===== config.mk =====
export PLATFORM = sky130hd
export DESIGN_NAME = tksum_cell
export DESIGN_NICKNAME = d
export VERILOG_FILES = /design/src/hdl/tksum_pkg.sv /design/src/hdl/tksum_cell.sv
export SDC_FILE = /design/constraint.sdc
export NUM_CORES = 1
export LEC_CHECK = 0
export ABC_AREA = 1
export ABC_CLOCK_PERIOD_IN_PS = 6920
export BUFFER_PORTS_ARGS = -buffer_cell sky130_fd_sc_hd__buf_2
export CAP_MARGIN = 5
export CORE_UTILIZATION = 49
export DETAILED_ROUTE_END_ITERATION = 10
export GPL_ROUTABILITY_DRIVEN = 0
export PLACE_DENSITY = 0.95
export SYNTH_ARGS = -nofsm -noshare
export SYNTH_HDL_FRONTEND = slang
export SYNTH_SLANG_ARGS = --single-unit

===== constraint.sdc =====
create_clock -name clk -period 6.92 [get_ports clk]
set_input_delay 0.346 -clock clk [delete_from_list [all_inputs] [get_ports clk]]
set_output_delay 0.346 -clock clk [all_outputs]
set_load 0.03 [all_outputs]

===== src/hdl/tksum_pkg.sv =====
package tksum_pkg;

  localparam int VALUE_BITS   = 32;
  localparam int SUM_BITS     = 42;
  localparam int TOPK_BITS    = 11;
  localparam int ADDR_BITS    = 3;
  localparam int CAPACITY_DEF = 1024;
  localparam int TREE_FAN     = 32;

  localparam logic [TOPK_BITS-1:0] TOPK_RESET = TOPK_BITS'(1);

  // register select is the word address bit of paddr
  localparam logic REG_TOP_COUNT = 1'b0;

  localparam logic [1:0] FN_INSERT = 2'd0;
  localparam logic [1:0] FN_REMOVE = 2'd1;
  localparam logic [1:0] FN_QUERY  = 2'd2;

  localparam logic [1:0] ST_DONE   = 2'd0;
  localparam logic [1:0] ST_ABSENT = 2'd1;
  localparam logic [1:0] ST_FULL   = 2'd2;

  typedef enum logic [1:0] {
    S_IDLE,
    S_SCAN,
    S_APPLY
  } tksum_state_t;

  typedef struct packed {
    logic [1:0]                   func;
    logic signed [VALUE_BITS-1:0] item_value;
  } in_item_t;

  typedef struct packed {
    logic signed [SUM_BITS-1:0] top_sum;
    logic [1:0]                 status;
  } out_item_t;

  typedef struct packed {
    logic                         ins;
    logic                         rem;
    logic signed [VALUE_BITS-1:0] value;
  } cell_cmd_t;

  typedef struct packed {
    logic signed [VALUE_BITS-1:0] val;
    logic                         ge;
  } cell_link_t;

  // node count of tree level l over n leaves
  function automatic int tree_count(int n, int l);
    int c;
    c = n;
    for (int s = 0; s < l; s++) begin
      c = (c + TREE_FAN - 1) / TREE_FAN;
    end
    return c;
  endfunction

  function automatic int tree_levels(int n);
    int c;
    int lv;
    lv = 1;
    c = (n + TREE_FAN - 1) / TREE_FAN;
    while (c > 1) begin
      c = (c + TREE_FAN - 1) / TREE_FAN;
      lv++;
    end
    return lv;
  endfunction

  function automatic logic [SUM_BITS-1:0] sext_sum(logic signed [VALUE_BITS-1:0] v);
    return SUM_BITS'(v);
  endfunction

endpackage


===== src/hdl/tksum_cell.sv =====
module tksum_cell (
  input  logic                                   clk,
  input  tksum_pkg::cell_cmd_t                   cmd,
  input  logic                                   occ,
  input  tksum_pkg::cell_link_t                  left_in,
  input  logic signed [tksum_pkg::VALUE_BITS-1:0] right_val,
  output tksum_pkg::cell_link_t                  link_out,
  output logic                                   hit,
  output logic signed [tksum_pkg::VALUE_BITS-1:0] val_q
);

  logic signed [tksum_pkg::VALUE_BITS-1:0] val_r, val_nxt;
  logic ge, le;

  assign ge  = occ && ($signed(val_r) >= $signed(cmd.value));
  assign le  = !occ || ($signed(val_r) <= $signed(cmd.value));
  assign hit = occ && (val_r == cmd.value);

  // insert: keep if at or above the new value, else take it or shift down
  // remove: cells at or past the target pull from the right neighbor
  always_comb begin
    val_nxt = val_r;
    if (cmd.ins && !ge) begin
      val_nxt = left_in.ge ? cmd.value : left_in.val;
    end else if (cmd.rem && le) begin
      val_nxt = right_val;
    end
  end

  always_ff @(posedge clk) begin
    val_r <= val_nxt;
  end

  assign link_out.val = val_r;
  assign link_out.ge  = ge;
  assign val_q        = val_r;

endmodule


Word level (Yosys, flattened, before mapping)
Cells that the tools add are included. W data, S select, Z words.

$lt $le $gt $ge: 2. Equality and inequality tests: 1. Multiplexer cells: 3. Reductions and logical operators: 8.

Operators by type and width (number): $mux W32 (3); $eq A32 B32 Y1 (1); $ge A32 B32 Y1 (1); $le A32 B32 Y1 (1); $logic_and A1 B1 Y1 (4); $logic_not A1 Y1 (2); $reduce_bool A2 Y1 (1); $logic_or A1 B1 Y1 (1).

Flip-flop bits (word level): 32. Output and inout port bits: 66. Word-level logic and storage cells: 15.

Logic depth before layout (Yosys ltp)
Gate-level depths: netlist of run 1.

Word-level depth: 5. Gate-level depth with buffers: 19. Mapped depth without buffers: 18.

Worst setup path before layout of run 1
No wires, ideal clock.

Path kind: flip-flop to flip-flop. From: register val_r (netlist bit val_q[31]). To: register val_r (netlist bit val_q[0]), enable pin. Library setup time: 389 ps. Arrival: 2577 ps. Setup slack: 3953 ps. Cell stages (with the launch flop): 11. Buffers on the path: 1. Period minus slack after synthesis: 2967 ps. Cells stage by stage: edfxtp_1 ha_1 a21oi_1 o21a_1 nand2_1 a21oi_1 nand3_1 nand3_4 nand3_4 buf_6 nand2_1.

Word-level cells in the longest chain between the ends: 5.

Ends and longest elaborated chain: start: declaration (RTL line tksum_cell.sv:12) `logic signed [tksum_pkg::VALUE_BITS-1:0] val_r, val_nxt;`; start signal: assignment (RTL line tksum_cell.sv:31) `val_r <= val_nxt;`; $ge A32 B32 Y1 (RTL line tksum_cell.sv:15) `assign ge = occ && ($signed(val_r) >= $signed(cmd.value));`; $logic_and A1 B1 Y1 (RTL line tksum_cell.sv:15); $logic_not A1 Y1 (RTL line tksum_cell.sv:23) `if (cmd.ins && !ge) begin`; $logic_and A1 B1 Y1 (RTL line tksum_cell.sv:23); $reduce_bool A2 Y1 (no source line) *.

Every way passes the cells marked *; elsewhere a longest branch is shown, timed or not. A chain may end at the register's enable or synchronous reset.

Final worst setup path of run 1
From: register val_r (netlist bit val_q[31]). To: register val_r (netlist bit val_q[26]), enable pin.

The elaborated chain is that of the path after synthesis.

==> results.yml, run 1 <==
outcome:
  outcome: "finished clean"
detailed_routing:
  ant_nets: 0
  dr.pass1.iters: 5
  drt_iter0_drc: 192
  post-route-drc-count: 0
  detail_route.wl_per_cell_um: 13.7
  wl_met3_um: 570
  drt-total-wl_um: 8090
  vias_per_cell: 5.31
  top_layer_used: "met4"
  met1_length_um: 3260
  vias: 3128
  wl_met2_um: 4060
clock_tree:
  cts_hold_buf: 0
  cts-resized-gates: 0
  post_cts_buffers: 0
  cts_num_sinks: 32
  cts_tree: "built"
  insertion_delay_ps: 280
  numCtsBuffers: 5
  clkTransAtPathRegs_ps: 60
  clockBufferDepth: 2
  cts_max_level: 2
  clockRootBuffer: "clkbuf_8"
sta:
  slew_headroom_pct: 53.7
  slew_violations: 0
  rsz0062_at_grt: "no"
  finalSetupTns_ps: 0
  fmax_mhz: 304
  min_period_over_period_pct: 47.6
  fin_crit_ps: 3290
  hold_viol: 0
  holdWs_ps: 335
  worstMarginPinSlew_ps: 692
  fin_skew_ps: 3.33
  finalSetupViolCount: 0
synthesis:
  synthCells: 397
  yosysWarningCount: 0
  synth_nets: 530
  yosysUniqueCellTypes: 20
  synth_area_um2: 2960
  synth_seq_area_share_pct: 32.4
  synth_seq_cells: 32
  avgSynthCellArea_um2: 7.47
worst_setup_path:
  cp-end-kind: "flop"
  start_kind: "flop"
  rr_worst_depth: 10
  critPathArrivalTime_ps: 3220
  required_ps: 6850
  cp_max_fo: 35
  critPathKind: "reg2reg"
global_routing:
  grt_pass1_wl_um: 13000
  grt_max_degree: 64
  grt_pass1_vias: 2966
  grt_remaining_overflow: 0
  grtUsageTotal_pct: 26.5
  antenna_found_initial: 0
run:
  cap_violations: 0
floorplanning:
  core_area_um2: 5680
  start_util_pct: 52.2
  die_w_um: 79.8
  num_rows: 27
  dieArea_um2: 6360
  die_h_um: 79.8
  ios: 167
pwr:
  p_sw_share_pct: 47.4
  p_comb_share_pct: 52.9
  cellPowerDensity_nw_per_um2: 255
  seq_power_share_pct: 33.4
  vdd_drop_max_v: 0.000137
  p_clk_share_pct: 13.7
  p_leak_uw: 0.00207
  p_sw_uw: 437
  internal_power_uw: 486
finish:
  antenna_cells: 0
  fillCellCount: 491
  nNetsFinal: 652
  post-route-util_pct: 63.7
  area_growth_pct: 22.0
  layout-drive-gt1-share_pct: 34.4
  largest_register_ffs: 32
placed_design:
  io_buffers: 166
  place.detailed.hpwl_um: 6140
hold_path:
  holdPathStages: 3
  min_path_type: "in2reg"
[cells in the mapped netlist]
cell type	instances	area, um2
a21o_1	1	7.51
a21oi_1	45	225
buf_1	1	3.75
buf_2	3	15.0
buf_4	34	255
buf_6	3	33.8
clkbuf_1	12	45.0
edfxtp_1	32	961
ha_1	32	400
inv_1	43	161
mux2_2	1	11.3
nand2_1	105	394
nand2_2	1	6.26
nand3_1	2	10.0
nand3_4	2	35.0
nand4_1	34	213
nor2_1	40	150
nor2_2	1	6.26
o21a_1	2	15.0
o21ai_0	3	15.0
[kinds of logic after synthesis]
kind of cell | Yosys count | synth area share, %
mux | 1 | 0.380
fa+ha+maj | 32 | 13.5
buf+inv | 96 | 17.3
compound gates | 51 | 8.86
simple gates | 185 | 27.5
flops | 32 | 32.4
[layer usage]
metal / vias up / track usage (%)
met4: 0 / 10.0
li1: 1528 / -
met5: - / 0
met1: 1418 / 32.0
met2: 161 / 47.0
met3: 21 / 4.11
[metrics by stage]
stage | instances | cell area [um2] | worst slack [ps] | power [uW]
6_report | 589 | 3620 | 3630 | 923
5_1_grt | 589 | 3620 | 3370 | 986
4_1_cts | 589 | 3620 | 3650 | 923
3_5_place_dp | 584 | 3550 | 3590 | 797
3_3_place_gp | 584 | 3550 | 3740 | 779
2_1_floorplan | 397 | 2960 | 3950 | 704
[final cells by class]
| type | count | area (um2) | area share [%] |
|---|---|---|---|
| multi-input cells | 269 | 1490 | 41.2 |
| inverters | 43 | 161 | 4.46 |
| repair buffers | 168 | 846 | 23.4 |
| flip-flops and latches | 32 | 961 | 26.6 |
| well taps | 72 | 90.1 | 2.49 |
| clock buffers | 5 | 68.8 | 1.90 |
[path summary, 6_finish.rpt]
check                                    from        end  slack [ps]
worst max-delay path                val_q[31]  val_q[26]        3630
worst min-delay path            right_val[17]  val_q[17]         340
worst max register to register      val_q[31]  val_q[26]        3630
worst min register to register      val_q[31]   val_q[0]        1440
[worst max-delay path, cell delays in order (launching register included)]
cell and delay, ps:
edfxtp_1 420, ha_1 390, a21oi_1 190, o21a_1 140
nand2_1 80, a21oi_1 200, nand3_1 160, nand3_4 360
nand3_4 410, nand2_1 180, buf_4 380
[cell usage in the layout, fill, tap and decap left out]
master    instances
edfxtp_1         32
nand3_1           2
clkbuf_8          5
nor2_2            1
mux2_2            1
o21ai_0           3
inv_1            43
nand2_1         105
nand4_1          34
buf_2           166
nor2_1           40
nand3_4           2
nand2_2           1
ha_1             32
a21o_1            1
buf_4             2
o21a_1            2
a21oi_1          45
[power by group through the flow]
stage               clock network (uW)  logic [uW]  registers [uW]
floorplan                            0         318             387
global placement                     0         470             309
detailed placement                   0         486             311
CTS                                127         487             308
global route                       138         536             313
finish                             127         488             308
No activity file was read; power rests on OpenSTA's default activity.
==> inputs of run 2 (changes only) <==
--- a/config.mk
+++ b/config.mk
@@ -6,13 +6,13 @@
 export NUM_CORES = 1
 export LEC_CHECK = 0
 export ABC_AREA = 1
-export ABC_CLOCK_PERIOD_IN_PS = 6920
+export ABC_CLOCK_PERIOD_IN_PS = 3300
 export BUFFER_PORTS_ARGS = -buffer_cell sky130_fd_sc_hd__buf_2
 export CAP_MARGIN = 5
-export CORE_UTILIZATION = 49
+export CORE_UTILIZATION = 45
 export DETAILED_ROUTE_END_ITERATION = 10
 export GPL_ROUTABILITY_DRIVEN = 0
-export PLACE_DENSITY = 0.95
+export PLACE_DENSITY = 0.88
 export SYNTH_ARGS = -nofsm -noshare
 export SYNTH_HDL_FRONTEND = slang
 export SYNTH_SLANG_ARGS = --single-unit
==> constraint.sdc (replaced) <==
create_clock -name clk -period 3.3 [get_ports clk]
set_input_delay 0.165 -clock clk [delete_from_list [all_inputs] [get_ports clk]]
set_output_delay 0.165 -clock clk [all_outputs]
set_load 0.03 [all_outputs]
==> run 2 against run 1 <==
Sequential share of layout area decreased by 0.29 points. Cell area increased by 1.1%. Register-to-register slack got worse by 3200 ps. Critical path depth increased by 2. Wire length decreased by 2.5%. Total power increased by 110%. Via count decreased by 2.2%. Die area increased by 8.7%. Setup slack got worse by 3200 ps. Worst hold slack got worse by 190 ps. Fmax increased by 16%. Largest cell class unchanged.
==> results.yml, run 2 (synthesis results as in run 1) <==
detailed_routing:
  vias: 3060
  dr.pass1.iters: 4
  detail_route.wl_per_cell_um: 13.1
  ant_nets: 0
  drt-total-wl_um: 7890
  drt_iter0_drc: 183
  vias_per_cell: 5.10
  post-route-drc-count: 0
floorplanning:
  num_rows: 29
  ios: 167
  die_w_um: 83.2
  start_util_pct: 46.7
  core_area_um2: 6350
  dieArea_um2: 6920
  die_h_um: 83.2
placed_design:
  place_area_um2: 3580
  post-place-ws_ps: 505
  place.detailed.hpwl_um: 6020
  io_buffers: 166
finish:
  area_growth_pct: 23.3
  largest_register_ffs: 32
  final_common_cell: "buf_2"
  antenna_cells: 0
  layout-drive-gt1-share_pct: 34.6
  nNetsFinal: 655
  finish.instance_area_um2: 3660
  final_cell_mix: "buf_2, nand2_1, a21oi_1"
worst_setup_path:
  start_kind: "flop"
  critPathKind: "reg2reg"
  required_ps: 3320
  cp_max_fo: 35
  cp-end-kind: "flop"
  critPathArrivalTime_ps: 2850
sta:
  slew_headroom_pct: 54.6
  min_period_over_period_pct: 85.7
  finalWorstSetupSlack_ps: 472
  fmax_mhz: 354
  finalSetupTns_ps: 0
  worstMarginPinSlew_ps: 681
  hold_viol: 0
  rsz0062_at_grt: "no"
  fin_crit_ps: 2830
  slew_violations: 0
  fin_skew_ps: 4.15
  finalSetupViolCount: 0
global_routing:
  grtUsageTotal_pct: 22.7
  grt_pass1_wl_um: 12800
  grt_remaining_overflow: 0
  antenna_found_initial: 0
  grt_max_degree: 36
  grt_pass1_vias: 2785
pwr:
  cellPowerDensity_nw_per_um2: 534
  vdd_drop_max_v: 0.000268
  total_power_uw: 1950
  p_leak_uw: 0.00209
clock_tree:
  cts_tree: "built"
  post_cts_buffers: 0
  clkTransAtPathRegs_ps: 70
  cts-resized-gates: 0
  cts_num_sinks: 32
  clockRootBuffer: "clkbuf_8"
  cts_hold_buf: 0
  clockBufferDepth: 2
  cts_max_level: 2
  insertion_delay_ps: 280
  numCtsBuffers: 5
run:
  cap_violations: 0
outcome:
  outcome: "finished clean"
hold_path:
  min_path_type: "in2reg"
## run 2: metal layers
metal / wire, um / vias to the layer above / track usage [%]
li1: - / 1538 / -
met1: 3350 / 1349 / 29.9
met2: 3830 / 163 / 38.3
met3: 607 / 10 / 3.78
met4: 96 / 0 / 6.58
met5: 0 / - / 0
## run 2: layout make-up
cell class | instances | area [um2]
inverter | 43 | 161
timing repair buffer | 171 | 868
clock inverter | 1 | 3.75
tap | 77 | 96.3
multi-input combinational | 269 | 1490
sequential | 32 | 961
clock buffer | 7 | 76.3
fill | 579 | 2690
## run 2: final timing paths
check	start	to	slack [ps]	depth (start not counted)
max	val_q[15]	val_q[25]	470	12
min	right_val[18]	val_q[18]	150	3
max reg2reg	val_q[15]	val_q[25]	470	12
min reg2reg	val_q[31]	val_q[5]	1380	5
## run 2: critical path: stages (launching register included)
cell and delay (ps):
edfxtp_1 430, ha_1 320, a21oi_1 140, o21ai_0 140
a21oi_1 210, nand2_1 100, nand2_1 80, nand2_1 50
nand2_1 110, nand3_4 350, o21ai_0 290, nand2_1 90
buf_4 240
## run 2: per-stage QoR
stage,hold slack [ps],util (%),std cells
global route,143,57.6,600
CTS,140,57.6,600
floorplan,344,-,397
detailed placement,435,56.3,592
global placement,434,56.3,592
finish,146,57.6,600
## run 2: where the power goes
| part | leakage, uW | internal (uW) | switching, uW |
|---|---|---|---|
| Combinational | 0.00173 | 313 | 708 |
| Clock | 0.0000399 | 147 | 148 |
| Sequential | 0.000321 | 572 | 66.0 |
| Total | 0.00209 | 1030 | 922 |
